File: src/hdl/ssfa_pkg.sv
`timescale 1ns / 1ps

package ssfa_pkg;

   // field widths
   localparam int BLK_W    = 31;
   localparam int STRIPE_W = 21;
   localparam int DCNT_W   = 4;
   localparam int CNT_W    = 32;
   localparam int IDX_W    = 3;
   localparam int CMD_W    = 2;
   localparam int STS_W    = 2;

   // device storage
   localparam int MAX_DEVICES = 8;
   localparam int DEV_W = (MAX_DEVICES > 1) ? $clog2(MAX_DEVICES) : 1;
   localparam int NDW   = ($clog2(MAX_DEVICES + 1) > DCNT_W) ?
                          $clog2(MAX_DEVICES + 1) : DCNT_W;

   // iterative divider
   localparam int DIV_STEPS = BLK_W;
   localparam int DIV_CW    = $clog2(DIV_STEPS);

   // csr
   localparam int CSR_AW = 3;
   localparam int CSR_DW = 32;
   localparam int PROD_W = CNT_W + STRIPE_W;

   typedef enum logic [CMD_W-1:0] {
      CMD_ADD   = 2'd0,
      CMD_READ  = 2'd1,
      CMD_CLEAR = 2'd2,
      CMD_NONE  = 2'd3
   } cmd_code_type;

   typedef enum logic [STS_W-1:0] {
      STS_OK        = 2'd0,
      STS_BAD_RANGE = 2'd1,
      STS_BAD_INDEX = 2'd2
   } sts_code_type;

   typedef enum logic [1:0] {
      DV_START = 2'd0,
      DV_END   = 2'd1,
      DV_MID   = 2'd2,
      DV_DEV   = 2'd3
   } div_sel_type;

   typedef enum logic [2:0] {
      CR_NONE   = 3'd0,
      CR_SINGLE = 3'd1,
      CR_HEAD   = 3'd2,
      CR_TAIL   = 3'd3,
      CR_MID    = 3'd4
   } credit_sel_type;

   typedef enum logic [3:0] {
      ST_IDLE,
      ST_DISPATCH,
      ST_DIV_S,
      ST_DIV_E,
      ST_DIV_MID,
      ST_DIV_DEV,
      ST_SINGLE,
      ST_HEAD,
      ST_TAIL,
      ST_MUL,
      ST_MADD,
      ST_FINISH
   } state_type;

   typedef struct packed {
      logic           load;
      logic           total_add;
      logic           clear;
      logic           div_start;
      div_sel_type    start_sel;
      logic           div_cap;
      div_sel_type    cap_sel;
      credit_sel_type credit;
      logic           walk_init;
      logic           mul;
      logic           walk_step;
      logic           out_load;
   } dp_cmd_type;

   typedef struct packed {
      cmd_code_type cmd;
      logic         range_bad;
      logic         same_stripe;
      logic         div_done;
      logic         walk_last;
      logic         out_free;
   } dp_sts_type;

   function automatic logic [CNT_W-1:0] sat_add(input logic [CNT_W-1:0] acc,
                                                input logic [CNT_W-1:0] amt);
      logic [CNT_W:0] sum;
      sum = {1'b0, acc} + {1'b0, amt};
      return sum[CNT_W] ? {CNT_W{1'b1}} : sum[CNT_W-1:0];
   endfunction

endpackage

File: src/hdl/ssfa_div.sv
`timescale 1ns / 1ps

module ssfa_div
   import ssfa_pkg::*;
(
   input  logic                clock,
   input  logic                reset,
   input  logic                start,
   input  logic [BLK_W-1:0]    dividend,
   input  logic [STRIPE_W-1:0] divisor,
   output logic                done,
   output logic [BLK_W-1:0]    quot,
   output logic [STRIPE_W-1:0] rem
);

   logic                busy_ff, busy_in;
   logic                done_ff, done_in;
   logic [DIV_CW-1:0]   cnt_ff, cnt_in;
   logic [BLK_W-1:0]    quot_ff, quot_in;
   logic [STRIPE_W-1:0] rem_ff, rem_in;
   logic [STRIPE_W-1:0] dvs_ff, dvs_in;
   logic [STRIPE_W:0]   shifted;
   logic [STRIPE_W+1:0] diff;

   // one restoring step per cycle
   assign shifted = {rem_ff, quot_ff[BLK_W-1]};
   assign diff    = {1'b0, shifted} - {2'b00, dvs_ff};

   always_comb begin
      busy_in = busy_ff;
      done_in = 1'b0;
      cnt_in  = cnt_ff;
      quot_in = quot_ff;
      rem_in  = rem_ff;
      dvs_in  = dvs_ff;
      if (start) begin
         busy_in = 1'b1;
         cnt_in  = '0;
         quot_in = dividend;
         rem_in  = '0;
         dvs_in  = divisor;
      end else if (busy_ff) begin
         if (!diff[STRIPE_W+1]) begin
            rem_in  = diff[STRIPE_W-1:0];
            quot_in = {quot_ff[BLK_W-2:0], 1'b1};
         end else begin
            rem_in  = shifted[STRIPE_W-1:0];
            quot_in = {quot_ff[BLK_W-2:0], 1'b0};
         end
         cnt_in = cnt_ff + DIV_CW'(1);
         if (cnt_ff == DIV_CW'(DIV_STEPS - 1)) begin
            busy_in = 1'b0;
            done_in = 1'b1;
         end
      end
   end

   always_ff @(posedge clock) begin
      if (reset) begin
         busy_ff <= 1'b0;
         done_ff <= 1'b0;
         cnt_ff  <= '0;
      end else begin
         busy_ff <= busy_in;
         done_ff <= done_in;
         cnt_ff  <= cnt_in;
      end
      quot_ff <= quot_in;
      rem_ff  <= rem_in;
      dvs_ff  <= dvs_in;
   end

   assign done = done_ff;
   assign quot = quot_ff;
   assign rem  = rem_ff;

endmodule

File: src/hdl/ssfa_ctrl.sv
`timescale 1ns / 1ps

module ssfa_ctrl
   import ssfa_pkg::*;
(
   input  logic       clock,
   input  logic       reset,
   input  logic       req_valid,
   output logic       req_stall,
   input  dp_sts_type sts,
   output dp_cmd_type cmd
);

   state_type state_ff, state_in;

   always_ff @(posedge clock) begin
      if (reset) begin
         state_ff <= ST_IDLE;
      end else begin
         state_ff <= state_in;
      end
   end

   always_comb begin
      state_in  = state_ff;
      cmd       = '0;
      req_stall = 1'b1;
      unique case (state_ff)
         ST_IDLE: begin
            req_stall = 1'b0;
            if (req_valid) begin
               cmd.load = 1'b1;
               state_in = ST_DISPATCH;
            end
         end
         ST_DISPATCH: begin
            unique case (sts.cmd) inside
               CMD_ADD: begin
                  if (sts.range_bad) begin
                     state_in = ST_FINISH;
                  end else begin
                     cmd.total_add = 1'b1;
                     cmd.div_start = 1'b1;
                     cmd.start_sel = DV_START;
                     state_in      = ST_DIV_S;
                  end
               end
               CMD_CLEAR: begin
                  cmd.clear = 1'b1;
                  state_in  = ST_FINISH;
               end
               CMD_READ, CMD_NONE: begin
                  state_in = ST_FINISH;
               end
            endcase
         end
         ST_DIV_S: begin
            if (sts.div_done) begin
               cmd.div_cap   = 1'b1;
               cmd.cap_sel   = DV_START;
               cmd.div_start = 1'b1;
               cmd.start_sel = DV_END;
               state_in      = ST_DIV_E;
            end
         end
         ST_DIV_E: begin
            if (sts.div_done) begin
               cmd.div_cap   = 1'b1;
               cmd.cap_sel   = DV_END;
               cmd.div_start = 1'b1;
               cmd.start_sel = DV_MID;
               state_in      = ST_DIV_MID;
            end
         end
         ST_DIV_MID: begin
            if (sts.div_done) begin
               cmd.div_cap   = 1'b1;
               cmd.cap_sel   = DV_MID;
               cmd.div_start = 1'b1;
               cmd.start_sel = DV_DEV;
               state_in      = ST_DIV_DEV;
            end
         end
         ST_DIV_DEV: begin
            if (sts.div_done) begin
               cmd.div_cap = 1'b1;
               cmd.cap_sel = DV_DEV;
               state_in    = sts.same_stripe ? ST_SINGLE : ST_HEAD;
            end
         end
         ST_SINGLE: begin
            cmd.credit = CR_SINGLE;
            state_in   = ST_FINISH;
         end
         ST_HEAD: begin
            cmd.credit = CR_HEAD;
            state_in   = ST_TAIL;
         end
         ST_TAIL: begin
            cmd.credit    = CR_TAIL;
            cmd.walk_init = 1'b1;
            state_in      = ST_MUL;
         end
         ST_MUL: begin
            cmd.mul  = 1'b1;
            state_in = ST_MADD;
         end
         ST_MADD: begin
            cmd.credit    = CR_MID;
            cmd.walk_step = 1'b1;
            state_in      = sts.walk_last ? ST_FINISH : ST_MUL;
         end
         ST_FINISH: begin
            if (sts.out_free) begin
               cmd.out_load = 1'b1;
               state_in     = ST_IDLE;
            end
         end
         default: begin
            state_in = ST_IDLE;
         end
      endcase
   end

endmodule

File: src/hdl/ssfa_dp.sv
`timescale 1ns / 1ps

module ssfa_dp
   import ssfa_pkg::*;
(
   input  logic                clock,
   input  logic                reset,
   input  dp_cmd_type          cmd,
   output dp_sts_type          sts,
   input  logic [STRIPE_W-1:0] stripe_size,
   input  logic [DCNT_W-1:0]   device_count,
   input  logic [CMD_W-1:0]    req_command,
   input  logic [BLK_W-1:0]    req_range_start,
   input  logic [BLK_W-1:0]    req_range_end,
   input  logic [IDX_W-1:0]    req_device_index,
   output logic                rsp_valid,
   input  logic                rsp_stall,
   output logic [CNT_W-1:0]    rsp_device_free,
   output logic [CNT_W-1:0]    rsp_free_sum,
   output logic [STS_W-1:0]    rsp_status
);

   cmd_code_type        cmd_ff;
   logic [BLK_W-1:0]    s_ff, e_ff;
   logic [IDX_W-1:0]    idx_ff;
   logic [STRIPE_W-1:0] sz_eff;
   logic [NDW-1:0]      nd_eff;
   logic [BLK_W-1:0]    first_ff, full_ff;
   logic [STRIPE_W-1:0] rs_ff, re_ff;
   logic                same_ff;
   logic [DEV_W-1:0]    rem_ff, dev0_ff, dev_ptr_ff, walk_ff;
   logic [PROD_W-1:0]   prod_ff;
   logic [CNT_W-1:0]    total_ff;
   logic [CNT_W-1:0]    cnt_ff [MAX_DEVICES];
   logic                rsp_valid_ff;
   logic [CNT_W-1:0]    rsp_dev_ff, rsp_tot_ff;
   sts_code_type        rsp_sts_ff;

   logic                div_start, div_done;
   logic [BLK_W-1:0]    div_dividend, div_quot;
   logic [STRIPE_W-1:0] div_divisor, div_rem;

   logic [CNT_W-1:0]    range_len, amt, cur, cnt_in;
   logic [DEV_W-1:0]    credit_dev, rd_addr, tail_dev;
   logic [CNT_W-1:0]    walk_n;
   logic                read_ok, credit_en;
   sts_code_type        result_sts;

   function automatic logic [DEV_W-1:0] mod_nd(input logic [NDW:0] v,
                                                input logic [NDW-1:0] n);
      logic [NDW:0] r;
      r = (v >= {1'b0, n}) ? v - {1'b0, n} : v;
      return r[DEV_W-1:0];
   endfunction

   // zero stripe size counts as one; device count clamped to 1..MAX_DEVICES
   assign sz_eff = (stripe_size == '0) ? STRIPE_W'(1) : stripe_size;
   always_comb begin
      if (device_count == '0) begin
         nd_eff = NDW'(1);
      end else if (32'(device_count) > MAX_DEVICES) begin
         nd_eff = NDW'(MAX_DEVICES);
      end else begin
         nd_eff = NDW'(device_count);
      end
   end

   // request capture
   always_ff @(posedge clock) begin
      if (cmd.load) begin
         cmd_ff <= cmd_code_type'(req_command);
         s_ff   <= req_range_start;
         e_ff   <= req_range_end;
         idx_ff <= req_device_index;
      end
   end

   assign range_len = {1'b0, e_ff} - {1'b0, s_ff} + CNT_W'(1);

   // divider operands
   assign div_start = cmd.div_start;
   always_comb begin
      unique case (cmd.start_sel)
         DV_START: begin
            div_dividend = s_ff;
            div_divisor  = sz_eff;
         end
         DV_END: begin
            div_dividend = e_ff;
            div_divisor  = sz_eff;
         end
         DV_MID: begin
            div_dividend = div_quot - first_ff - BLK_W'(1);
            div_divisor  = STRIPE_W'(nd_eff);
         end
         DV_DEV: begin
            div_dividend = first_ff;
            div_divisor  = STRIPE_W'(nd_eff);
         end
      endcase
   end

   ssfa_div u_div (
      .clock    (clock),
      .reset    (reset),
      .start    (div_start),
      .dividend (div_dividend),
      .divisor  (div_divisor),
      .done     (div_done),
      .quot     (div_quot),
      .rem      (div_rem)
   );

   always_ff @(posedge clock) begin
      if (cmd.div_cap) begin
         unique case (cmd.cap_sel)
            DV_START: begin
               first_ff <= div_quot;
               rs_ff    <= div_rem;
            end
            DV_END: begin
               re_ff   <= div_rem;
               same_ff <= (div_quot == first_ff);
            end
            DV_MID: begin
               full_ff <= div_quot;
               rem_ff  <= div_rem[DEV_W-1:0];
            end
            DV_DEV: begin
               dev0_ff <= div_rem[DEV_W-1:0];
            end
         endcase
      end
   end

   // round-robin walk over the whole stripes
   assign tail_dev = mod_nd((NDW+1)'(dev0_ff) + (NDW+1)'(rem_ff) + (NDW+1)'(1), nd_eff);
   assign walk_n   = CNT_W'(full_ff) +
                     ((NDW'(walk_ff) < NDW'(rem_ff)) ? CNT_W'(1) : CNT_W'(0));

   always_ff @(posedge clock) begin
      if (cmd.walk_init) begin
         walk_ff    <= '0;
         dev_ptr_ff <= mod_nd((NDW+1)'(dev0_ff) + (NDW+1)'(1), nd_eff);
      end else if (cmd.walk_step) begin
         walk_ff    <= walk_ff + DEV_W'(1);
         dev_ptr_ff <= mod_nd((NDW+1)'(dev_ptr_ff) + (NDW+1)'(1), nd_eff);
      end
      if (cmd.mul) begin
         prod_ff <= PROD_W'(walk_n) * PROD_W'(sz_eff);
      end
   end

   // credit amount and target device
   always_comb begin
      credit_en  = 1'b1;
      amt        = '0;
      credit_dev = dev0_ff;
      case (cmd.credit)
         CR_SINGLE: amt = range_len;
         CR_HEAD:   amt = CNT_W'(sz_eff - rs_ff);
         CR_TAIL: begin
            amt        = CNT_W'(re_ff) + CNT_W'(1);
            credit_dev = tail_dev;
         end
         CR_MID: begin
            amt        = (prod_ff[PROD_W-1:CNT_W] != '0) ? {CNT_W{1'b1}} :
                         prod_ff[CNT_W-1:0];
            credit_dev = dev_ptr_ff;
         end
         default: credit_en = 1'b0;
      endcase
   end

   assign rd_addr = credit_en ? credit_dev : DEV_W'(idx_ff);
   assign cur     = cnt_ff[rd_addr];
   assign cnt_in  = sat_add(cur, amt);

   always_ff @(posedge clock) begin
      if (reset || cmd.clear) begin
         for (int i = 0; i < MAX_DEVICES; i++) begin
            cnt_ff[i] <= '0;
         end
         total_ff <= '0;
      end else begin
         if (credit_en) begin
            cnt_ff[rd_addr] <= cnt_in;
         end
         if (cmd.total_add) begin
            total_ff <= sat_add(total_ff, range_len);
         end
      end
   end

   // result
   assign read_ok = (cmd_ff == CMD_READ) && (NDW'(idx_ff) < nd_eff);
   always_comb begin
      result_sts = STS_OK;
      if (cmd_ff == CMD_ADD && e_ff < s_ff) begin
         result_sts = STS_BAD_RANGE;
      end else if (cmd_ff == CMD_READ && !read_ok) begin
         result_sts = STS_BAD_INDEX;
      end
   end

   always_ff @(posedge clock) begin
      if (reset) begin
         rsp_valid_ff <= 1'b0;
      end else if (cmd.out_load) begin
         rsp_valid_ff <= 1'b1;
      end else if (!rsp_stall) begin
         rsp_valid_ff <= 1'b0;
      end
      if (cmd.out_load) begin
         rsp_dev_ff <= read_ok ? cur : '0;
         rsp_tot_ff <= total_ff;
         rsp_sts_ff <= result_sts;
      end
   end

   assign rsp_valid       = rsp_valid_ff;
   assign rsp_device_free = rsp_dev_ff;
   assign rsp_free_sum    = rsp_tot_ff;
   assign rsp_status      = rsp_sts_ff;

   assign sts.cmd         = cmd_ff;
   assign sts.range_bad   = (e_ff < s_ff);
   assign sts.same_stripe = same_ff;
   assign sts.div_done    = div_done;
   assign sts.walk_last   = ((NDW'(walk_ff) + NDW'(1)) == nd_eff);
   assign sts.out_free    = !rsp_valid_ff || !rsp_stall;

endmodule

File: src/hdl/striped_swap_free_accumulator.sv
`timescale 1ns / 1ps
// channel  direction  handshake              payload
// req      in         req_valid / req_stall  command, range_start, range_end, device_index
// rsp      out        rsp_valid / rsp_stall  device_free, free_sum, status
// csr      in/out     csr_psel / csr_penable stripe_size @0x0, device_count @0x4
//
// read, clear and unused commands: dispatch goes straight to finish, which loads the result register
// add: four divider passes (range start, range end, middle stripes, first device), then in one stripe
//    a single credit; across stripes a head and a tail credit, then a multiply and credit per device in use
// reset clears the counters, the running total and the result valid flag at once
// one transaction in the sequencer at a time; a stalled result holds its register, and the
//    next transaction waits in finish until the result has a slot

module striped_swap_free_accumulator
   import ssfa_pkg::*;
(
   input  logic                clock,
   input  logic                reset,
   // request
   input  logic                req_valid,
   output logic                req_stall,
   input  logic [CMD_W-1:0]    req_command,
   input  logic [BLK_W-1:0]    req_range_start,
   input  logic [BLK_W-1:0]    req_range_end,
   input  logic [IDX_W-1:0]    req_device_index,
   // response
   output logic                rsp_valid,
   input  logic                rsp_stall,
   output logic [CNT_W-1:0]    rsp_device_free,
   output logic [CNT_W-1:0]    rsp_free_sum,
   output logic [STS_W-1:0]    rsp_status,
   // register port
   input  logic                csr_psel,
   input  logic                csr_penable,
   input  logic                csr_pwrite,
   input  logic [CSR_AW-1:0]   csr_paddr,
   input  logic [CSR_DW-1:0]   csr_pwdata,
   output logic [CSR_DW-1:0]   csr_prdata,
   output logic                csr_pready
);

   // register map, selected by address bit 2
   localparam logic REG_STRIPE  = 1'b0;
   localparam logic REG_DEVICES = 1'b1;

   logic [STRIPE_W-1:0] stripe_ff;
   logic [DCNT_W-1:0]   devcnt_ff;
   logic                csr_wr;
   dp_cmd_type          cmd;
   dp_sts_type          sts;

   // register port: pready is always high
   assign csr_pready = 1'b1;
   assign csr_wr     = csr_psel && csr_penable && csr_pwrite && csr_pready;

   always_ff @(posedge clock) begin
      if (reset) begin
         stripe_ff <= STRIPE_W'(2048);
         devcnt_ff <= DCNT_W'(1);
      end else if (csr_wr) begin
         unique case (csr_paddr[2])
            REG_STRIPE:  stripe_ff <= csr_pwdata[STRIPE_W-1:0];
            REG_DEVICES: devcnt_ff <= csr_pwdata[DCNT_W-1:0];
         endcase
      end
   end

   always_comb begin
      unique case (csr_paddr[2])
         REG_STRIPE:  csr_prdata = CSR_DW'(stripe_ff);
         REG_DEVICES: csr_prdata = CSR_DW'(devcnt_ff);
      endcase
   end

   // sequencer
   ssfa_ctrl u_ctrl (
      .clock     (clock),
      .reset     (reset),
      .req_valid (req_valid),
      .req_stall (req_stall),
      .sts       (sts),
      .cmd       (cmd)
   );

   // counters, divider, stripe walk and result register
   ssfa_dp u_dp (
      .clock            (clock),
      .reset            (reset),
      .cmd              (cmd),
      .sts              (sts),
      .stripe_size      (stripe_ff),
      .device_count     (devcnt_ff),
      .req_command      (req_command),
      .req_range_start  (req_range_start),
      .req_range_end    (req_range_end),
      .req_device_index (req_device_index),
      .rsp_valid        (rsp_valid),
      .rsp_stall        (rsp_stall),
      .rsp_device_free  (rsp_device_free),
      .rsp_free_sum     (rsp_free_sum),
      .rsp_status       (rsp_status)
   );

   // an accepted transaction always takes the sequencer out of idle
   assert property (@(posedge clock) disable iff (reset)
      (req_valid && !req_stall) |=> req_stall)
      else $error("request accepted back to back");

   // a rejected read never reports a device count
   assert property (@(posedge clock) disable iff (reset)
      (rsp_valid && rsp_status == STS_W'(STS_BAD_INDEX)) |-> (rsp_device_free == '0))
      else $error("bad index result carries a count");

   // a reversed range never reports a device count
   assert property (@(posedge clock) disable iff (reset)
      (rsp_valid && rsp_status == STS_W'(STS_BAD_RANGE)) |-> (rsp_device_free == '0))
      else $error("bad range result carries a count");

endmodule
File: config.mk
export PLATFORM = sky130hd
export DESIGN_NAME = striped_swap_free_accumulator
export DESIGN_NICKNAME = d
export VERILOG_FILES = /design/src/hdl/ssfa_pkg.sv /design/src/hdl/ssfa_div.sv /design/src/hdl/ssfa_ctrl.sv /design/src/hdl/ssfa_dp.sv /design/src/hdl/striped_swap_free_accumulator.sv
export SDC_FILE = /design/constraint.sdc
export NUM_CORES = 2
export LEC_CHECK = 0
export BUFFER_PORTS_ARGS = -buffer_cell sky130_fd_sc_hd__buf_4
export CAP_MARGIN = 40
export CORE_MARGIN = 2
export CORE_UTILIZATION = 60
export DETAILED_ROUTE_END_ITERATION = 8
export GPL_TIMING_DRIVEN = 0
export MAX_ROUTING_LAYER = met4
export PLACE_DENSITY = 0.77
export RECOVER_POWER = 50
export SLEW_MARGIN = 20
export SYNTH_ARGS = -nofsm -noshare
export SYNTH_HDL_FRONTEND = slang
export SYNTH_SLANG_ARGS = --single-unit
File: constraint.sdc
create_clock -name clock -period 14 [get_ports clock]
set_input_delay 3.5 -clock clock [delete_from_list [all_inputs] [get_ports clock]]
set_output_delay 3.5 -clock clock [all_outputs]
set_load 0.05 [all_outputs]
==> results.toml <==
[layout]
multi_input_area_um2 = 37700
fin_cells = 8222
regArea_um2 = 20100
area_growth_pct = 9.49
fin_area_um2 = 68500
fill_cells = 8244
layout-drive-gt1-share = 0.0667
layout.nets = 7861

[logic_synthesis]
async_reset_ff_frac = 0
synth_seq_cells = 701
synth_top_area_frac = 0.292
synth_edf_count = 608
synth_warnings = 0
postSynthCellCount = 6458
post_synth.cell_area_avg_um2 = 9.69
ys_types = 103
ys_top_cells_by_area = "edfxtp_1, fa_1, ha_1, inv_1, nand2_1"
ys.flop_type = "edfxtp_1"
synth_area_leader_cell = "edfxtp_1"
synthesis.area_um2 = 62600
ys_seq_area_frac = 0.321

[grt]
gr-total-overflow = 0
use_met1 = 0.504
grt_max_degree = 60
use_met3 = 0.0864
grt_pass1_wl_um = 308000
track_usage = 0.397
grt_pass1_vias = 50157
use_met2 = 0.599
grt-busiest-layer = "met2"
antenna_found_initial = 21

[pwr]
power.net_switching_uw = 3370
power_switching_share = 0.413
peakVddDrop_mv = 0.0872
clkPwrFrac = 0.247
p_seq_frac = 0.330
power.internal_uw = 4800
p_comb_frac = 0.423
p_per_area_nw_per_um2 = 119
p_leak_uw = 0.0299

[floorplanning]
placeableCoreArea_um2 = 103000
ios = 210
die_x_um = 327
start_util = 0.605
dieHeight_um = 327
fp.dieArea_um2 = 107000
rows = 118

[route]
postRouteWirelength_um = 207000
drc_errors = 0
via_count = 51387
antenna_left = 0
wl_per_cell_um = 25.2
first_pass_iters = 6
drtIter0Drc = 6723
via_per_inst = 6.25

[placement]
port_buffers = 184
dp_hpwl_um = 163000
dp.cells = 8067
place_area_um2 = 66400
place_ws_ns = 3.66
place_congestion = 1.05

[flow_run]
drv_cap = 6

[run_status]
violations = "capacitance limit, slew limit"
status = "finished, violations left"

[cts]
post_cts_buffers = 0
ctsHoldBuffers = 0
cts_made_buffers = 73
clkLatencyLatePin_ns = 0.64
htreeDepth = 3
cts.sinks = 701
cts_tree = "yes"
cts_root_buf = "clkbuf_16"
cts-resized-gates = 0
cts.reportedPaths.clkPinSlew_ns = 0.06
cts_max_path_buffers = 3

[sta]
fmax_mhz = 93.2
setup_viol = 0
worst_slack_ns = 3.28
tightest_slew_ns = 3.28
finalClockSkew_ns = 0.0212
finalSetupTns_ns = 0
min_period_over_period = 0.766
slew_headroom = -1.19
period_minus_slack_ns = 10.72
maxSlewViolCount = 212
rsz0062_at_grt = "false"
hold_violations = 0

[setup_path]
cpMaxStageDelayCell = "fa_1"
cp-end-kind = "register"
arrival_ns = 11.10
max_stage_delay_ns = 0.59
crit_top_cell = "fa_1"
worstPathMaxFanout = 10
start_kind = "register"
path_class = "reg2reg"
critPathRequiredTime_ns = 14.38

[hold_path]
hp-class = "reg2reg"
## state kept, by name, indices dropped and copies added (netlist names), 31 cells and up
name                  cells
u_dp.cnt_ff             256
u_dp.prod_ff             53
u_dp.first_ff            31
u_dp.total_ff            32
u_dp.e_ff                31
u_dp.full_ff             31
u_dp.s_ff                31
u_dp.u_div.quot          31
u_dp.rsp_device_free     32
u_dp.rsp_free_sum        32
## worst paths after layout
| path | start | slack [ns] | to | depth (start not counted) |
|---|---|---|---|---|
| worst max-delay path | u_dp.rem_ff[1] | 3.28 | u_dp.prod_ff[50] | 36 |
| worst min-delay path | u_dp.total_ff[2] | 0.47 | u_dp.rsp_free_sum[2] | 0 |
| worst max register to register | u_dp.rem_ff[1] | 3.28 | u_dp.prod_ff[50] | 36 |
| worst min register to register | u_dp.total_ff[2] | 0.47 | u_dp.rsp_free_sum[2] | 0 |
## routing by layer
metal,wire (um),part of all wire
met1,77100,0.37
met2,93300,0.45
met3,23900,0.12
met4,12900,0.062
met5,0,0
## kinds of logic after synthesis
family                     after synthesis  synth area share
muxes                                   35           0.00572
buffers and inverters                 1247            0.0772
other                                    2          0.000120
AOI/OAI and AO/OA                     1283             0.136
and+or+nand+nor                       1968             0.159
adders and majority gates              980             0.267
xor gates and xnor gates               242            0.0340
DFF                                    701             0.321
## per-stage QoR
step	util	power (uW)	hold WS (ns)
2_1_floorplan	-	4940	0.429
3_3_place_gp	0.635	5990	0.448
3_5_place_dp	0.642	6080	0.454
4_1_cts	0.665	8070	0.469
5_1_grt	0.662	8490	0.485
6_report	0.662	8170	0.475
## layout by cell type (no fill, tap or decap), drive strengths merged, types with 311 or more instances in the layout
| cell | synthesis | final |
|---|---|---|
| inv | 859 | 865 |
| nand2 | 631 | 631 |
| edfxtp | 608 | 608 |
| fa | 591 | 591 |
| clkbuf | 330 | 539 |
| nor2 | 425 | 425 |
| ha | 389 | 389 |
| and2 | 353 | 353 |
| o21ai | 347 | 347 |
| a21oi | 311 | 311 |
## power by group through the flow
| stage | clock [uW] | combinational, uW | sequential (uW) |
|---|---|---|---|
| after floorplan | 0 | 2290 | 2650 |
| after global placement | 0 | 3260 | 2730 |
| after detailed placement | 0 | 3360 | 2720 |
| after CTS | 2010 | 3380 | 2680 |
| after global routing | 2080 | 3700 | 2700 |
| final | 2020 | 3460 | 2700 |
## area by class of cell
type	count	share of cell area
Multi-Input combinational cell	4520	0.550
Sequential cell	701	0.294
Inverter	860	0.0471
Clock buffer	85	0.0284
Tap cell	1380	0.0252
Timing Repair Buffer	229	0.0251
Buffer	387	0.0234
Clock inverter	44	0.00677
Antenna cell	16	0.000584
## critical path, delay by kind of cell, from the launching register on
kind,cells,cell delay (ns)
XOR/XNOR,2,0.66
AND/OR/NAND/NOR,9,2.12
buffers and inverters,8,1.36
adder cells (fa/ha/maj),10,4.37
flip-flops,1,0.45
AO/OA/AOI/OAI,7,1.54
## synthesized netlist by cell type, types with 33 or more instances
| cell type | count |
|---|---|
| ha_1 | 389 |
| a21boi_0 | 132 |
| dfxtp_1 | 93 |
| nand2_1 | 630 |
| edfxtp_1 | 608 |
| clkbuf_1 | 330 |
| xnor2_1 | 152 |
| and2_1 | 353 |
| xor2_1 | 89 |
| a21oi_1 | 275 |
| a211oi_1 | 42 |
| and3_1 | 176 |
| nand4_1 | 76 |
| o21ai_0 | 289 |
| nor2_1 | 423 |
| nand3_1 | 78 |
| fa_1 | 591 |
| a21oi_2 | 34 |
| nor2b_1 | 56 |
| o21bai_1 | 33 |
| inv_1 | 858 |
| o21ai_1 | 56 |
| a41oi_1 | 43 |
| nor3_1 | 43 |
| a21o_1 | 108 |
No activity file was read; power rests on OpenSTA's default activity.
